File: config.mk
export PLATFORM = sky130hd
export DESIGN_NAME = tcb_ram
export DESIGN_NICKNAME = d
export VERILOG_FILES = /design/src/rtl/assert_macros.svh /design/src/rtl/tcb_ram.sv
export SDC_FILE = /design/constraint.sdc
export NUM_CORES = 1
export LEC_CHECK = 0
export ABC_AREA = 1
export BUFFER_PORTS_ARGS = -buffer_cell sky130_fd_sc_hd__buf_2
export CAP_MARGIN = 40
export CORE_MARGIN = 10
export CORE_UTILIZATION = 25
export CTS_BUF_LIST = sky130_fd_sc_hd__clkbuf_4
export DETAILED_ROUTE_END_ITERATION = 10
export GPL_TIMING_DRIVEN = 0
export PLACE_DENSITY = 0.47
export SLEW_MARGIN = 25
export SYNTH_ARGS = -nofsm -noshare
export SYNTH_HDL_FRONTEND = slang
export SYNTH_SLANG_ARGS = --single-unit
File: constraint.sdc
create_clock -name i_clk -period 1.6 [get_ports i_clk]
set_clock_uncertainty 0.2 [all_clocks]
set_input_delay 0.16 -clock i_clk [delete_from_list [all_inputs] [get_ports i_clk]]
set_output_delay 0.16 -clock i_clk [all_outputs]
set_load 0.02 [all_outputs]
File: src/rtl/assert_macros.svh
// Assertion helpers, included by rtl/text_cell_buffer_writer.sv.
`ifndef ASSERT_MACROS_SVH
`define ASSERT_MACROS_SVH

// Check a property on every rising edge outside reset.
`define TCB_ASSERT(lbl, clk, rst_n, prop) \
    lbl: assert property (@(posedge clk) disable iff (!rst_n) (prop)) \
        else $error("assertion failed");

// Check that a condition implies a consequence in the same cycle.
`define TCB_ASSERT_IMPL(lbl, clk, rst_n, cond, cons) \
    lbl: assert property (@(posedge clk) disable iff (!rst_n) (cond) |-> (cons)) \
        else $error("assertion failed");

`endif

File: src/rtl/tcb_ram.sv
`default_nettype none
module tcb_ram #(
    parameter int WIDTH = 8,
    parameter int DEPTH = 16
) (
    input  wire logic                     i_clk,
    input  wire logic                     i_we,
    input  wire logic [$clog2(DEPTH)-1:0] i_waddr,
    input  wire logic [WIDTH-1:0]         i_wdata,
    input  wire logic                     i_re,
    input  wire logic [$clog2(DEPTH)-1:0] i_raddr,
    output logic      [WIDTH-1:0]         o_rdata
);
    logic [WIDTH-1:0] r_mem [DEPTH];
    logic [WIDTH-1:0] r_rdata;

    always_ff @(posedge i_clk) begin
        if (i_we) begin
            r_mem[i_waddr] <= i_wdata;
        end
        if (i_re) begin
            r_rdata <= r_mem[i_raddr];
        end
    end

    assign o_rdata = r_rdata;
endmodule
`default_nettype wire

# Word-level counts from Yosys, hierarchy flattened
# Memory sizes are Yosys's and may differ from the RTL's. A register that Yosys moved wholly into a read port is not among the register bits.
# Index checks and enable logic that the tools add are counted.
[word_totals]
n_memories = 1
ff_bits = 0
ramBits = 128
inputBits = 19
[mem_list]
columns = ["name", "depth", "word_bits", "rd", "rd_ports_with_merged_regs", "write_ports", "line", "rtl"]
rows = [
  ["r_mem", 16, 8, 1, 1, 1, "tcb_ram.sv:14", "logic [WIDTH-1:0] r_mem [DEPTH];"],
]
[op_classes]
n_mux = 2
[op_table]
columns = ["cell", "n"]
rows = [
  ["2-to-1 mux 1 bit", 2],
]

# Depth between registers and ports, before layout
# Gate-level depths: netlist (run 1).
[depth]
word_depth = 2
depth_mapped = 8
depth_no_buf = 7

# Worst setup path before layout (run 1)
# OpenSTA, ideal clock, no wires.
[synth_timing]
kind = "input-to-reg"
startpoint = "in i_waddr[2]"
endpoint = "mem r_mem[10][0] (enable)"
slack_ns = 0.289
path_stages = 2
setup_ns = 0.370
path_buffers = 0
arrival_time_ns = 0.741
cell_sequence = "nand3b_1 > nor2_1"
[synth_rtl]
columns = ["element", "line", "rtl"]
rows = [
  ["from (decl)", "tcb_ram.sv:8", "input wire logic [$clog2(DEPTH)-1:0] i_waddr,"],
  ["to (decl)", "tcb_ram.sv:14", ""],
]
# Straight into the memory's write port.

# Worst setup path after layout (run 1)
[layout_timing]
startpoint = "in i_waddr[1]"
endpoint = "mem r_mem[8][0] (enable)"
# Straight into the memory's write port.

==> results of run 1 <==
## cell usage in the layout, fill, tap and decap left out, drive strengths merged
cell type    instances
clkinvlp             3
inv                102
dlygate4sd3         21
clkbuf              20
nand3b               2
nand3               97
nand2              173
buf                 53
edfxtp             136
clkinv               6
bufinv               4
nor2                17
## cells by family (layout without fill, tap and decap cells)
| kind of cell | count (synthesis) | after routing | synth area share (%) |
|---|---|---|---|
| AND/OR/NAND/NOR | 289 | 289 | 20.8 |
| flip-flops | 136 | 136 | 69.8 |
| buffers and inverters | 126 | 209 | 9.39 |
## path summary, 6_finish.rpt
path | from | endpoint | slack (ns) | cells past startpoint
worst min-delay path | i_waddr[1] | r_mem[0][7] | 0.02 | 4
worst min register to register | r_mem[8][0] | o_rdata[0] | 0.59 | 6
worst max-delay path | i_waddr[1] | r_mem[8][0] | 0.01 | 6
worst max register to register | r_mem[6][0] | o_rdata[0] | 0.19 | 6
## state kept, by name, indices dropped and copies added, names as in the netlist
register,cells
o_rdata,8
r_mem,128
## stage by stage
step	utilization, %	hold WS [ns]	std cells	setup WS, ns
2_1_floorplan	-	0.0589	551	0.289
3_3_place_gp	27.8	0.291	887	-0.320
3_5_place_dp	27.9	0.306	890	-0.306
4_1_cts	30.1	0.00702	941	0.0220
5_1_grt	30.4	-0.00869	947	0.0125
6_report	30.4	0.0242	947	0.0147
## area by class of cell
cell class	count	area (sq um)	area share, %
Inverter	102	383	5.51
Clock inverter	13	179	2.57
Timing Repair Buffer	51	378	5.43
Tap cell	313	392	5.63
Sequential cell	136	4080	58.7
Multi-Input combinational cell	289	1230	17.7
Buffer	24	166	2.39
Clock buffer	19	143	2.05
## per-layer routing
| metal | up-vias | global-route usage [%] | wire length (microns) |
|---|---|---|---|
| li1 | 1923 | - | - |
| met1 | 1928 | 13.6 | 7300 |
| met2 | 125 | 16.1 | 7050 |
| met3 | 22 | 3.01 | 923 |
| met4 | 0 | 4.20 | 259 |
| met5 | - | 0 | 0 |
## critical path: cells and delay by family
kind          cells  cell delay [ns]
simple gates      2             0.40
buf+inv           4             1.08
## power breakdown
group / switching, uW / leakage, uW / internal, uW
clock: 1260 / 0.000166 / 1260
combinational: 406 / 0.00150 / 188
sequential: 18.2 / 0.00124 / 4010
## repair_timing
item / in CTS / in global routing
hold buffers: 19 / 2
endpoints found under the setup margin: 0 / 38
gates resized for setup: 0 / 6
hold endpoints to repair: 154 / 13
==> impl_metrics.yaml, run 1 <==
critical_path:
  critPathRequiredTime_ns: 1.66
  crit_chain: "buf_2, inv_1, nand2_1, dlygate4sd3_1, nor2_1, clkbuf_4"
  slowest_stage: "dlygate4sd3_1"
  crit_fanout: 7
  crit_type: "input port to register"
  cp-start-kind: "input port"
  end_kind: "register"
  cpPeakStageDelay_ns: 0.61
  cp.arrival_ns: 1.64
clock_network:
  cts.reportedPaths.clkPinSlew_ns: 0.12
  cts_sinks: 136
  cts_tree: "yes"
  cts_buffer_depth: 2
  cts_inserted_buffers: 17
  clockRootBuffer: "clkbuf_4"
  clk_latency_ns: 0.56
  h-tree-depth: 4
  post_cts.repair.setup_buffers: 0
power_and_ir_drop:
  power_leakage_uw: 0.00291
  power.total_uw: 7140
  pwr_density_cell_nw_per_um2: 1030
  ir_drop_uv: 401
synthesis:
  ys_ff_latch: 136
  ys_async_sr_fraction_pct: 0
  ys.flop_type: "edfxtp_1"
  yosysMostFrequentCell: "nand2_1"
  netlist-cell-type-count: 11
  syn_area_sq_um: 5850
  synth_area_leader_cell: "edfxtp_1"
  netlist_instances: 551
  synth_edf_count: 136
  synth_warnings: 0
  syn_nets: 570
  synth_area_leaders: "edfxtp_1 70%, nand2_1 11%, nand3_1 8.3%, inv_1 6.4%, buf_6 1.2%"
  seq_area_frac_synth_pct: 69.8
  synth_top_area_share_pct: 69.8
  synth_commonest_cells: "173 x nand2_1, 136 x edfxtp_1, 100 x inv_1"
  avgSynthCellArea_sq_um: 10.6
outcome:
  status: "complete, no violations"
die:
  start_util_pct: 25.6
  die_x_microns: 173
  die-area_sq_um: 29900
  core_sq_um: 22800
  rows: 55
  ios: 27
  fp.dieH_microns: 173
timing:
  hold_violations: 0
  tns_ns: 0
  slew-limit-headroom_pct: 47.9
  min_period_over_period_pct: 99.1
  rsz0062_at_grt: "no"
  setup_violations: 0
  fin_crit_ns: 1.59
  max_freq_ghz: 0.631
  worst_slew_pin_slew_ns: 0.779
  final_max_slew_viol_count: 0
placement:
  post_dp_cell_area_sq_um: 6380
  port_buffers: 23
  hpwl_mm: 10.6
  gp_congestion: 0.864
cells_and_area:
  num_antenna_cells: 0
  fillCellCount: 2425
  nNetsFinal: 640
  area_growth_pct: 18.9
  design_area_sq_um: 6950
  drive_above_1_share_pct: 14.5
drt:
  vias: 3998
  dr.pass1.iters: 5
  postRouteWirelength_mm: 15.5
  wl_per_cell_microns: 16.4
  drt-vias-per-instance: 4.22
  drtIter0Drc: 289
  ant_nets: 0
  drc: 0
global_routing:
  grt_max_degree: 17
  grt_pass1_wl_mm: 23.6
  antenna_found_initial: 0
  grt_usage_pct: 10.5
  overflow: 0
  grt_pass1_vias: 4012
flow_run:
  cap_violations: 0
min_path:
  min_path_type: "input port to register"
(Power assumes the default switching activity.)
==> inputs of run 2 (changes only) <==
Settings changed: PLACE_DENSITY 0.47 to default, SKIP_CTS_REPAIR_TIMING from default to 1.
==> impl_metrics.yaml, run 2 (synthesized netlist as in run 1, its figures left out) <==
die:
  rows: 55
  start_util_pct: 25.6
  die-area_sq_um: 29900
  ios: 27
  fp.dieH_microns: 173
  die_x_microns: 173
  core_sq_um: 22800
critical_path:
  slowest_stage: "dlygate4sd3_1"
  cpPeakStageDelay_ns: 0.55
  critPathRequiredTime_ns: 1.67
  crit_chain: "dlygate4sd3_1, buf_1, inv_1, nand3_1, nand2_1"
  crit_type: "input port to register"
  cp-start-kind: "input port"
  crit_fanout: 9
  end_kind: "register"
  cp_num_buf_inv: 3
  critPathTopFamily: "buffers and inverters"
  cp.arrival_ns: 1.65
cells_and_area:
  fin_cells: 937
  largest_reg_flops: 128
  final_common_cell: "nand2_1"
  nNetsFinal: 629
  drive_above_1_share_pct: 13.3
  design_area_sq_um: 6850
  layout_common_cells: "173 x nand2_1, 136 x edfxtp_1, 100 x inv_1"
  area_growth_pct: 17.2
  top_register: "r_mem"
timing:
  tns_ns: 0
  hold_violations: 1
  max_freq_ghz: 0.633
  setup_violations: 0
  fin_crit_ns: 1.58
  min_period_over_period_pct: 98.8
  rsz0062_at_grt: "no"
  slew-limit-headroom_pct: 43.2
  final_max_slew_viol_count: 0
  whs_ns: -0.0252
  worst_slew_pin_slew_ns: 0.849
power_and_ir_drop:
  p_switching_uw: 1750
  power_leakage_uw: 0.00287
  p_seq_share_pct: 55.7
  p_clk_share_pct: 36.4
  power.total_uw: 7230
  power_frac_comb_pct: 7.9
  switching_share_pct: 24.2
  pwr_density_cell_nw_per_um2: 1050
  ir_drop_uv: 612
  cell_internal_pwr_uw: 5480
clock_network:
  cts_buffer_depth: 2
  cts_tree: "yes"
  clk_latency_ns: 0.54
  clockRootBuffer: "clkbuf_4"
  cts_sinks: 136
  cts.reportedPaths.clkPinSlew_ns: 0.12
  cts_inserted_buffers: 17
  h-tree-depth: 4
global_routing:
  grt_usage_pct: 9.73
  antenna_found_initial: 1
  grt_max_degree: 17
  grt_pass1_wl_mm: 22.0
  grt_pass1_vias: 3565
  overflow: 0
placement:
  gp_congestion: 0.908
  post-place-cells: 890
  port_buffers: 23
  hpwl_mm: 9.85
  post_dp_cell_area_sq_um: 6380
drt:
  drtIter0Drc: 388
  dr.pass1.iters: 5
  ant_nets: 0
  postRouteWirelength_mm: 14.4
  drc: 0
  drt-vias-per-instance: 4.14
  vias: 3875
  wl_per_cell_microns: 15.4
outcome:
  status: "finished, violations left"
  violations: "negative hold slack"
min_path:
  min_path_type: "input port to register"
flow_run:
  cap_violations: 0
==> run 2: worst reg2reg max path, delay by kind of cell, from the launching register on <==
family | cells | cell delay (ns)
DFF | 1 | 0.39
buffers and inverters | 1 | 0.06
and+or+nand+nor | 5 | 0.53
==> run 2: final timing paths <==
path                            slack, ns          from  depth (start not counted)         end
worst max-delay path                 0.02    i_raddr[3]                          5  o_rdata[4]
worst min-delay path                -0.03    i_raddr[2]                          4  o_rdata[3]
worst max register to register       0.15  r_mem[10][4]                          6  o_rdata[4]
worst min register to register       0.62   r_mem[8][0]                          6  o_rdata[0]
==> run 2: power by group through the flow <==
stage / combinational, uW / clock, uW / sequential (uW)
finish: 572 / 2630 / 4020
global route: 634 / 2830 / 4030
CTS: 548 / 2680 / 4020
detailed placement: 547 / 0 / 4110
global placement: 540 / 0 / 4100
floorplan: 281 / 0 / 4130
==> run 2: layout make-up <==
type / count / area [sq um]
fill: 2386 / 16000
sequential: 136 / 4080
multi-input combinational: 289 / 1210
tap: 313 / 392
inverter: 102 / 383
timing repair buffer: 40 / 275
clock inverter: 13 / 194
buffer: 24 / 166
clock buffer: 19 / 143
antenna: 1 / 2.50
==> run 2: stage by stage <==
step | util [%] | setup slack [ns]
floorplan | - | 0.289
global placement | 27.8 | -0.286
detailed placement | 27.9 | -0.287
CTS | 29.4 | 0.107
global route | 30.0 | 0.0259
finish | 30.0 | 0.0190
==> run 2: routing by layer <==
layer	GRT usage, %	wire, microns	vias to the layer above
met2	14.3	6400	139
met1	13.8	6790	1817
li1	-	-	1905
met5	0	0	-
met3	2.46	1090	14
met4	2.59	120	0
