--- config.mk ---
export PLATFORM = sky130hd
export DESIGN_NAME = tcb_feed
export DESIGN_NICKNAME = d
export VERILOG_FILES = /design/src/rtl/assert_macros.svh /design/src/rtl/tcb_pkg.sv /design/src/rtl/tcb_feed.sv
export SDC_FILE = /design/constraint.sdc
export NUM_CORES = 1
export LEC_CHECK = 0
export BUFFER_PORTS_ARGS = -buffer_cell sky130_fd_sc_hd__buf_4
export CORE_AREA = 2 2 39 41
export DETAILED_ROUTE_END_ITERATION = 8
export DIE_AREA = 0 0 41 43
export GPL_ROUTABILITY_DRIVEN = 0
export MAX_ROUTING_LAYER = met4
export PLACE_DENSITY_LB_ADDON = 0.3
export SLEW_MARGIN = 40
export SYNTH_ARGS = -nofsm -noshare
export SYNTH_HDL_FRONTEND = slang
export SYNTH_SLANG_ARGS = --single-unit
--- constraint.sdc ---
create_clock -name vclk -period 3.1
set_input_delay 0.62 -clock vclk [all_inputs]
set_output_delay 0.62 -clock vclk [all_outputs]
set_load 0.01 [all_outputs]
--- src/rtl/assert_macros.svh ---
// Assertion helpers, included by rtl/text_cell_buffer_writer.sv.
`ifndef ASSERT_MACROS_SVH
`define ASSERT_MACROS_SVH

// Check a property on every rising edge outside reset.
`define TCB_ASSERT(lbl, clk, rst_n, prop) \
    lbl: assert property (@(posedge clk) disable iff (!rst_n) (prop)) \
        else $error("assertion failed");

// Check that a condition implies a consequence in the same cycle.
`define TCB_ASSERT_IMPL(lbl, clk, rst_n, cond, cons) \
    lbl: assert property (@(posedge clk) disable iff (!rst_n) (cond) |-> (cons)) \
        else $error("assertion failed");

`endif

--- src/rtl/tcb_pkg.sv ---
`default_nettype none
package tcb_pkg;
    localparam int COLUMNS = 78;
    localparam int ROWS    = 22;
    localparam int DEPTH   = COLUMNS * ROWS;
    localparam int CW      = $clog2(COLUMNS);
    localparam int RW      = $clog2(ROWS);
    localparam int AW      = $clog2(DEPTH);

    localparam logic [7:0] BYTE_ESC     = 8'h1B;
    localparam logic [7:0] BYTE_END_ESC = 8'h6D;
    localparam logic [7:0] BYTE_NEWLINE = 8'h0A;
    localparam logic [7:0] BYTE_SPACE   = 8'h20;

    localparam logic FUNC_FEED = 1'b0;
    localparam logic FUNC_READ = 1'b1;

    // Outcome of one fed byte.
    typedef struct packed {
        logic          esc;
        logic [CW-1:0] col;
        logic          adv;
        logic          wr;
    } t_feed;
endpackage
`default_nettype wire

--- src/rtl/tcb_feed.sv ---
`default_nettype none
module tcb_feed (
    input  wire logic [7:0]           i_byte,
    input  wire logic                 i_esc,
    input  wire logic [tcb_pkg::CW-1:0] i_col,
    output tcb_pkg::t_feed            o_feed
);
    import tcb_pkg::*;

    // Decode one byte against the escape flag and cursor column.
    always_comb begin
        o_feed.esc = i_esc;
        o_feed.col = i_col;
        o_feed.adv = 1'b0;
        o_feed.wr  = 1'b0;
        if (i_byte == 8'h00) begin
            o_feed.esc = i_esc;
        end else if (i_byte == BYTE_END_ESC && i_esc) begin
            o_feed.esc = 1'b0;
        end else if (i_byte == BYTE_ESC) begin
            o_feed.esc = 1'b1;
        end else if (i_esc) begin
            o_feed.esc = 1'b1;
        end else if (i_byte == BYTE_NEWLINE) begin
            o_feed.col = '0;
            o_feed.adv = 1'b1;
        end else begin
            o_feed.wr = 1'b1;
            if (i_col == CW'(COLUMNS - 1)) begin
                o_feed.col = '0;
                o_feed.adv = 1'b1;
            end else begin
                o_feed.col = i_col + 1'b1;
            end
        end
    end
endmodule
`default_nettype wire

# Word-level counts from Yosys, hierarchy flattened

Cells that the tools add are included.

Register bits after elaboration: 0
Bits of input ports: 16
Output and inout port bits: 10
Word-level logic and storage cells: 19

Add/sub/neg operators: 1
Equality and inequality tests: 4
Multiplexer cells: 12
Reduce and logical (&&, ||, !) cells: 2

Operators by type and width:

| operator                                                         | count |
|---|---|
| 9-bit 2-to-1 mux                                                 | 4 |
| 8-bit by 4-bit == test with 1-bit output (second input constant) | 1 |
| 8-bit by 5-bit == test with 1-bit output (second input constant) | 1 |
| 8-bit by 7-bit == test with 1-bit output (second input constant) | 1 |
| 8-bit zero test                                                  | 1 |
| 8-bit 2-to-1 mux                                                 | 1 |
| 7-bit by 1-bit adder with 7-bit output (second input constant)   | 1 |
| 7-bit == test (second input constant)                            | 1 |
| 7-bit 2-to-1 mux                                                 | 1 |
| 1-bit 2-to-1 mux                                                 | 6 |
| 1-bit logical AND                                                | 1 |

# Logic depth before layout (Yosys ltp)

Gate-level depths: netlist (run 1).

Depth after elaboration: 7
Depth in mapped cells: 7
Depth with buffers taken out: 7

# Worst setup path before layout (run 1)

No wires, ideal clock.

Path kind: input to output
Start point: input i_byte[5]
End point: output o_feed[2] (netlist name)
Arrival time: 1774 ps
Required time: 2480 ps
Path slack: 706 ps
Cell stages on the path: 5
Buffers on the path: 0
Cells stage by stage: nor4b_4 > nand4b_4 > nor2b_4 > nand2_1 > mux2_2

RTL lines:

| what               | RTL line      | RTL |
|---|---|---|
| start: declaration | tcb_feed.sv:3 | `input wire logic [7:0] i_byte,` |
| end: declaration   | tcb_feed.sv:6 | `output tcb_pkg::t_feed o_feed` |

==> summary.txt, run 1 <==
Finish
  • Final Instance Area: approximately 620 µm²
  • # fillers: about 160
  • Final net count: between 100 and 150
  • Final cell count without fillers: 98
  • Multi-input gate area: 405.4 µm²
  • ANT cells: 0
  • Clock buffers: 0
  • Area growth syn-to-layout: 52.60%
  • Seq. cell area: 0 µm²
  • Seq Cell Count: 0
  • Layout cell share with drive strength beyond 1: roughly 44%

Floorplan
  • Cell Rows: 14
  • I/O pin count: 26
  • Die H: between 40 and 50 µm
  • Chip width: roughly 41 µm
  • Die area: roughly 1800 µm²
  • Initial Util: slightly below 30%
  • Placeable Area: between 1000 and 1500 µm²

Global routing
  • First-pass GRT wire length: 1518 µm
  • Largest net degree at the start of global routing: 10
  • Initial antenna violation count: 0
  • Total track usage: a little under an eighth
  • Grt ovf: 0
  • Vias in the first global route: around 380

Critical path
  • CP max FO: 6
  • Critical Path Source Type: primary input
  • CP max stage delay: between 0.3 and 0.4 ns
  • Setup crit end kind: output port
  • Delay-heaviest family, CP: simple AND/OR/NAND/NOR gates
  • Worst-path cell chain: buf_4 > nor4b_4 > nand4b_4 > nor2b_4 > nand2_1 > mux2_2 > buf_4
  • Critical Path Start: i_byte[5]
  • Worst EP arrival: approximately 2.1 ns
  • Most numerous cell on the critical path: buf_4
  • Worst path buffer plus inverter count: 2
  • Worst EP required: ~2.5 ns
  • Slowest-stage cell, CP: nor4b_4
  • Worst setup path class: primary input to output port

Synth
  • Seq/Total Area, Yosys: 0%
  • Gate Count Post-Synth: 56
  • Post-Synth Simple-Gate Area: between 60% and 70%
  • Avg Inst Size Synth: 7.306 µm²
  • Top-count cell post-synth: nor2_1
  • Post-synthesis compound-gate area fraction: roughly 21%
  • Largest family of logic cells by synthesized area: simple AND/OR/NAND/NOR gates
  • Yosys top cell area share: 9.786%
  • Synth area leader: a32o_1
  • Adder-Cell Fraction of Synth Area: under 10%
  • Top area cells in the synthesized netlist: a32o_1, nor2_1, ha_1
  • Post-synth cell types: 29
  • Yosys Warn Count: 0
  • Proportion of synthesized area in mux cells: around 5.2%
  • Synth cell count leaders: nor2_1, nand2_1, a32o_1, nand3_1, o21ai_0
  • XOR/XNOR Fraction of Synth Area: 0%
  • Syn_nets: 74
  • Post-Syn Area: slightly above 400 µm²

Power
  • Total power: 66.83 µW
  • Pwr/cell area: 107.0 nW/µm²
  • Static Leak: between 0.0002 and 0.0003 µW
  • Max VDD drop: between 0.00003 and 0.00004 V

Drt
  • Total wire length: 1060 µm
  • Iter 0 DRT Violations: 5
  • Post-DR vias/cell: between 5 and 6
  • Routed len/inst: 10.82 µm
  • Vias post-DR: a little over 500
  • DRC errors left: 0
  • DR pass1 iterations: 4
  • Antenna Nets Post-Route: 0

Clock network
  • Cts hold-fix bufs: 0
  • Post-CTS sizing: 0
  • Post-CTS Setup Bufs: 0

Worst hold path
  • Tightest Hold Check Type: primary input to output port
  • Beginning of the worst hold path: i_col[6]

Timing
  • RSZ-0062 raised after global routing: false
  • Setup TNS: 0 ns
  • Hold Fails Final Rpt: 0
  • Post-route minimum period: roughly 2.7 ns
  • Max-slew headroom: between 50% and 60%
  • Worst-margin pin slew: about 0.61 ns
  • Hold Slack: about 1.6 ns
  • Final Max Tran Viols: 0
  • Final period util: between 80% and 90%
  • Max Fclk: 370.2 MHz
  • # setup viols final: 0

Placed design
  • Hpwl dp: about 910 µm
  • DP Area: approximately 620 µm²
  • Post-Place Cells: between 90 and 100
  • Port-buffer cells: 26

Run status
  • Status: finished clean

Job
  • Max-Cap Viols: 0
## report_power, final
group | internal (µW) | switching, µW | leakage [µW]
Combinational | 38.1 | 28.7 | 0.000286
Clock | 0 | 0 | 0
Sequential | 0 | 0 | 0
## placed cells by master (no fill, tap or decap), types with 2 or more instances in the layout
cell      count
a32o_1        4
and2_2        2
buf_4        26
ha_1          2
nand2_1       6
nand3_1       4
nand4b_1      2
nor2_1        9
nor3b_1       2
o21ai_0       4
or2_2         2
## per-stage QoR
stage / utilization, % / setup WS (ns)
floorplan: - / 0.7064
global placement: 45.12 / 0.3921
detailed placement: 45.12 / 0.3939
CTS: 45.12 / 0.3872
global route: 45.12 / 0.2819
finish: 45.12 / 0.3989
## layout make-up
cell class / count / area share [%]
Multi-Input combinational cell: 55 / 64.93
Inverter: 1 / 0.6012
Timing Repair Buffer: 26 / 31.26
Tap cell: 16 / 3.206
## tightest hold or removal path, stage by stage
cell and delay (ns):
buf_4 0.09, a32o_1 0.12, buf_4 0.11
## cell families after synthesis
kind of cell               Yosys count
buffers and inverters                1
muxes                                2
and+or+nand+nor                     40
adders and majority gates            2
AOI/OAI and AO/OA                   11
## routing by layer
metal  track usage, %  part of all wire [%]  vias to the layer above
met4                0                     0                        0
met2            19.06                    49                       12
li1                 -                     -                      269
met1            17.09                    45                      235
met3                0                   6.4                        0
met5                -                     0                        -
## worst paths after layout
check	end	slack, ns	cells past startpoint
hold / removal	o_feed[8]	1.57	3
setup / recovery	o_feed[2]	0.40	7
Power figures use the tool's default switching activity.
==> inputs of run 2 (changes only) <==
--- a/config.mk
+++ b/config.mk
@@ -5,6 +5,7 @@
 export SDC_FILE = /design/constraint.sdc
 export NUM_CORES = 1
 export LEC_CHECK = 0
+export ABC_AREA = 1
 export BUFFER_PORTS_ARGS = -buffer_cell sky130_fd_sc_hd__buf_4
 export CORE_AREA = 2 2 39 41
 export DETAILED_ROUTE_END_ITERATION = 8
==> summary.txt, run 2 <==
Run status
  • Status: finished clean

Global routing
  • Largest net degree at the start of global routing: 7
  • Vias in the first global route: 479
  • Met3 Resource Use GR: 0%
  • First-pass GRT wire length: 1807 µm
  • Grt met1 use: between 10% and 20%
  • Initial antenna violation count: 0
  • Global route hottest layer: met2
  • Total track usage: 13.92%
  • Grt ovf: 0
  • GR Util met2: roughly 24%

Critical path
  • Setup crit end kind: output port
  • CP Capture Point: o_feed[5]
  • Slowest-stage cell, CP: ha_1
  • Delay-heaviest family, CP: simple AND/OR/NAND/NOR gates
  • Critical Path Start: i_col[1]
  • Critical Path Source Type: primary input
  • Worst-path cell chain: buf_4 > inv_1 > ha_1 > inv_1 > nor2_2 > nand3_2 > nand2_2 > nand2_2 > nand3_1 > nand2_1 > buf_4
  • Worst path buffer plus inverter count: 4
  • Worst EP required: 2.48 ns
  • Worst setup path class: primary input to output port
  • CP max stage delay: about 0.14 ns
  • CP max FO: 6
  • Critical path depth: 11
  • Worst EP arrival: ~1.6 ns

Finish
  • Seq Cell Count: 0
  • Final Instance Area: about 700 µm²
  • Area growth syn-to-layout: 44.56%
  • Layout cell share with drive strength beyond 1: around a third
  • Most frequent cells in the layout: nand2_1, buf_4, nor2_1, inv_1, nand3_1
  • Final net count: approximately 150
  • Clock buffers: 0
  • Seq. cell area: 0 µm²
  • Final core occ: approximately half
  • ANT cells: 0
  • Most common cell after layout, fill and taps aside: nand2_1

Floorplan
  • I/O pin count: 26
  • Chip width: around 41 µm
  • Cell Rows: 14
  • Initial Util: a little over a third
  • Die H: 43 µm
  • Die area: between 1500 and 2000 µm²
  • Placeable Area: ~1400 µm²

Timing
  • Worst-margin pin slew: approximately 0.2 ns
  • Final period util: 72.21%
  • RSZ-0062 raised after global routing: false
  • Setup TNS: 0 ns
  • Max Fclk: between 400 and 500 MHz
  • Max-slew headroom: ~87%
  • Post-route minimum period: about 2.2 ns
  • Final Max Tran Viols: 0
  • # setup viols final: 0
  • Hold Fails Final Rpt: 0
  • Hold Slack: 1.560 ns

Job
  • Max-Cap Viols: 0

Drt
  • Antenna Nets Post-Route: 0
  • Routed len/inst: roughly 8 µm
  • Post-DR vias/cell: ~4.4
  • Total wire length: 1120 µm
  • DRC errors left: 0
  • DR pass1 iterations: 4
  • Vias post-DR: 627
  • Iter 0 DRT Violations: 8

Clock network
  • Cts hold-fix bufs: 0
  • Post-CTS Setup Bufs: 0
  • Post-CTS sizing: 0

Synth
  • Post-synth cell types: 18
  • Post-Syn Area: just under 500 µm²
  • Yosys Warn Count: 0
  • Top-count cell post-synth: nand2_1
  • Gate Count Post-Synth: around 100
  • Seq/Total Area, Yosys: 0%
  • Synth area leader: nand2_1
  • Top area cells in the synthesized netlist: nand2_1, nor2_1, inv_1
  • Yosys top cell area share: between 20% and 30%
  • Avg Inst Size Synth: around 4.7 µm²
  • Syn_nets: 120
  • Synth cell count leaders: nand2_1, nor2_1, inv_1

Worst hold path
  • Hold-critical path depth: 4
  • Tightest Hold Check Type: primary input to output port

Placed design
  • DP Area: around 700 µm²
  • Port-buffer cells: 26
  • Hpwl dp: about 1000 µm

Power
  • Max VDD drop: ~0.00005 V
  • Pwr/cell area: 107.6 nW/µm²
  • Static Leak: roughly 0.00042 µW
  • Total power: 75.13 µW
run 2: cell types whose count changed after synthesis, sizes merged, moves of 3 or more:
cell,delta
nand2,+39
inv,+18
nor2,+11
nand3,+5
a32o,-4
and2,-3
nand4b,-3
or2,-3
run 2: final cells by class:
type | count | area (µm²)
inverters | 19 | 71.32
multi-input cells | 83 | 411.6
repair buffers | 26 | 195.2
fillers | 162 | 685.7
well taps | 16 | 20.02
run 2: metal layers:
layer	wire length, µm	vias to the layer above
li1	-	357
met1	557	257
met2	500	13
met3	61	0
met4	0	0
met5	0	-
run 2: cell families after synthesis:
group,after synthesis,share of synthesized area (%)
AO/OA/AOI/OAI,4,4.661
XOR/XNOR,2,3.628
adder cells (fa/ha/maj),2,5.181
buffers and inverters,19,14.77
AND/OR/NAND/NOR,75,71.76
run 2: how the worst min path moves through the flow:
stage | startpoint | endpoint | slack, ns
floorplan | i_col[2] | o_feed[4] | 1.36
global placement | i_col[6] | o_feed[8] | 1.55
detailed placement | i_col[5] | o_feed[7] | 1.56
CTS | i_col[5] | o_feed[7] | 1.56
global route | i_col[4] | o_feed[6] | 1.58
finish | i_col[6] | o_feed[8] | 1.56
run 2: power by group:
group,internal [µW],switching (µW),leakage (µW)
registers,0,0,0
clock network,0,0,0
logic,37.7,37.5,0.000421
total,37.7,37.5,0.000421
run 2: per-stage QoR:
| stage | instances | setup WS, ns |
|---|---|---|
| 2_1_floorplan | 102 | 1.147 |
| 3_3_place_gp | 144 | 0.8956 |
| 3_5_place_dp | 144 | 0.8527 |
| 4_1_cts | 144 | 0.8585 |
| 5_1_grt | 144 | 0.7328 |
| 6_report | 144 | 0.8614 |
==> inputs of run 3 (changes only) <==
--- a/config.mk
+++ b/config.mk
@@ -5,7 +5,7 @@
 export SDC_FILE = /design/constraint.sdc
 export NUM_CORES = 1
 export LEC_CHECK = 0
-export ABC_AREA = 1
+export ABC_AREA = 0
 export BUFFER_PORTS_ARGS = -buffer_cell sky130_fd_sc_hd__buf_4
 export CORE_AREA = 2 2 39 41
 export DETAILED_ROUTE_END_ITERATION = 8
==> constraint.sdc (replaced) <==
create_clock -name vclk -period 1.8
set_input_delay 0.36 -clock vclk [all_inputs]
set_output_delay 0.36 -clock vclk [all_outputs]
set_load 0.01 [all_outputs]
==> summary.txt, run 3 (same netlist as run 1, synthesis figures left out) <==
Finish
  • Seq. cell area: 0 µm²
  • Final net count: ~130
  • Clock buffers: 0
  • Layout cell share with drive strength beyond 1: between 70% and 80%
  • Seq Cell Count: 0
  • Most frequent cells in the layout: buf_4, buf_6, nor2_1
  • Final Instance Area: about 1000 µm²
  • Final cell count without fillers: between 100 and 150
  • Area growth syn-to-layout: 148.3%
  • # fillers: roughly 110
  • Most common cell after layout, fill and taps aside: buf_4
  • ANT cells: 0

Global routing
  • Vias in the first global route: ~550
  • Total track usage: 17.50%
  • Initial antenna violation count: 0
  • Largest net degree at the start of global routing: 10
  • First-pass GRT wire length: 2263 µm
  • Grt ovf: 0

Timing
  • Post-route minimum period: 2.039 ns
  • Max-slew headroom: 82.47%
  • Final Max Tran Viols: 0
  • Max Fclk: approximately 500 MHz
  • Final Worst Setup Slack: -0.2387 ns
  • Hold Fails Final Rpt: 0
  • RSZ-0062 raised after global routing: true
  • Worst-margin pin slew: about 0.26 ns
  • Final period util: 113.3%
  • # setup viols final: 8

Drt
  • Routed len/inst: around 13 µm
  • Post-DR vias/cell: 5.228
  • DR pass1 iterations: 4
  • Iter 0 DRT Violations: 19
  • Total wire length: about 1700 µm
  • Antenna Nets Post-Route: 0
  • DRC errors left: 0
  • Vias post-DR: around 660

Critical path
  • Slowest-stage cell, CP: a221o_1
  • CP max FO: 4
  • Most numerous cell on the critical path: buf_6
  • Critical Path Source Type: primary input
  • CP max stage delay: around 0.28 ns
  • Worst EP required: 1.44 ns
  • Worst path buffer plus inverter count: 3
  • Worst-path cell chain: buf_6 > nor4b_4 > buf_6 > nand4b_4 > nor2b_4 > and3_4 > a221o_1 > buf_6
  • Worst setup path class: primary input to output port
  • Delay-heaviest family, CP: simple AND/OR/NAND/NOR gates
  • Worst EP arrival: about 1.7 ns
  • Setup crit end kind: output port

Placed design
  • Port-buffer cells: 26
  • Place WS: -0.3660 ns
  • Post-Place Cells: 120
  • DP Area: just under 800 µm²
  • Hpwl dp: about 1100 µm

Power
  • Static Leak: 0.0004764 µW
  • Pwr/cell area: between 150 and 200 nW/µm²
  • Max VDD drop: approximately 0.000096 V

Floorplan
  • Die area: around 1800 µm²
  • Die H: ~43 µm
  • Cell Rows: 14
  • Placeable Area: roughly 1400 µm²
  • I/O pin count: 26
  • Chip width: about 41 µm
  • Initial Util: around 30%

Worst hold path
  • Hold Path End: o_feed[7]
  • Tightest Hold Check Type: primary input to output port
  • Hold-critical path depth: 4
  • Beginning of the worst hold path: i_col[5]

Clock network
  • Cts hold-fix bufs: 0

Job
  • Max-Cap Viols: 0

Run status
  • Violated checks: setup timing
  • Status: complete, but fails checks
-- run 3: final cells by class --
cell class	count	area (µm²)	area share [%]
multi-input combinational	56	538.0	52.96
timing repair buffer	54	454.2	44.70
tap	16	20.02	1.970
inverter	1	3.754	0.3695
-- run 3: power by group --
part / leakage (µW) / internal (µW) / switching [µW] / total, µW
registers: 0 / 0 / 0 / 0
logic: 0.000476 / 114 / 74.1 / 188
clock network: 0 / 0 / 0 / 0
total: 0.000476 / 114 / 74.1 / 188
-- run 3: layer usage --
metal | vias up | routed length, µm | global-route usage (%)
met5 | - | 0 | -
met4 | 0 | 0 | 0
met3 | 0 | 88 | 0
met2 | 22 | 885 | 30.00
met1 | 314 | 712 | 23.73
li1 | 328 | - | -
-- run 3: worst min-delay path: cells and delay by family --
kind | cells | cell delay [ns]
AO/OA/AOI/OAI | 1 | 0.12
buffers and inverters | 3 | 0.30
-- run 3: timing repair --
action | CTS | global route
gates cloned | 0 | 1
pin swaps | 4 | 6
buffers inserted | 3 | 3
hold endpoints to repair | 0 | 0
resized for setup | 22 | 16
setup endpoints to repair | 9 | 10
-- run 3: through the flow --
| stage | hold WS (ns) | total power, µW | TNS (ns) | utilization, % |
|---|---|---|---|---|
| 2_1_floorplan | 0.8546 | 50.03 | -0.04841 | - |
| 3_3_place_gp | 1.132 | 144.8 | -2.309 | 57.50 |
| 3_5_place_dp | 1.132 | 145.4 | -2.494 | 57.50 |
| 4_1_cts | 1.139 | 167.5 | -1.301 | 66.00 |
| 5_1_grt | 1.177 | 200.7 | -1.823 | 73.42 |
| 6_report | 1.149 | 188.0 | -1.481 | 73.42 |
-- run 3: worst max-delay path by stage --
stage | cells after the start | start | to | slack, ns
final | 8 | i_byte[2] | o_feed[4] | -0.24
after detailed placement | 6 | i_byte[4] | o_feed[5] | -0.37
after CTS | 8 | i_byte[5] | o_feed[4] | -0.25
after global routing | 8 | i_byte[2] | o_feed[4] | -0.27
after global placement | 6 | i_byte[6] | o_feed[5] | -0.34
after floorplan | 4 | i_byte[6] | o_feed[5] | -0.01
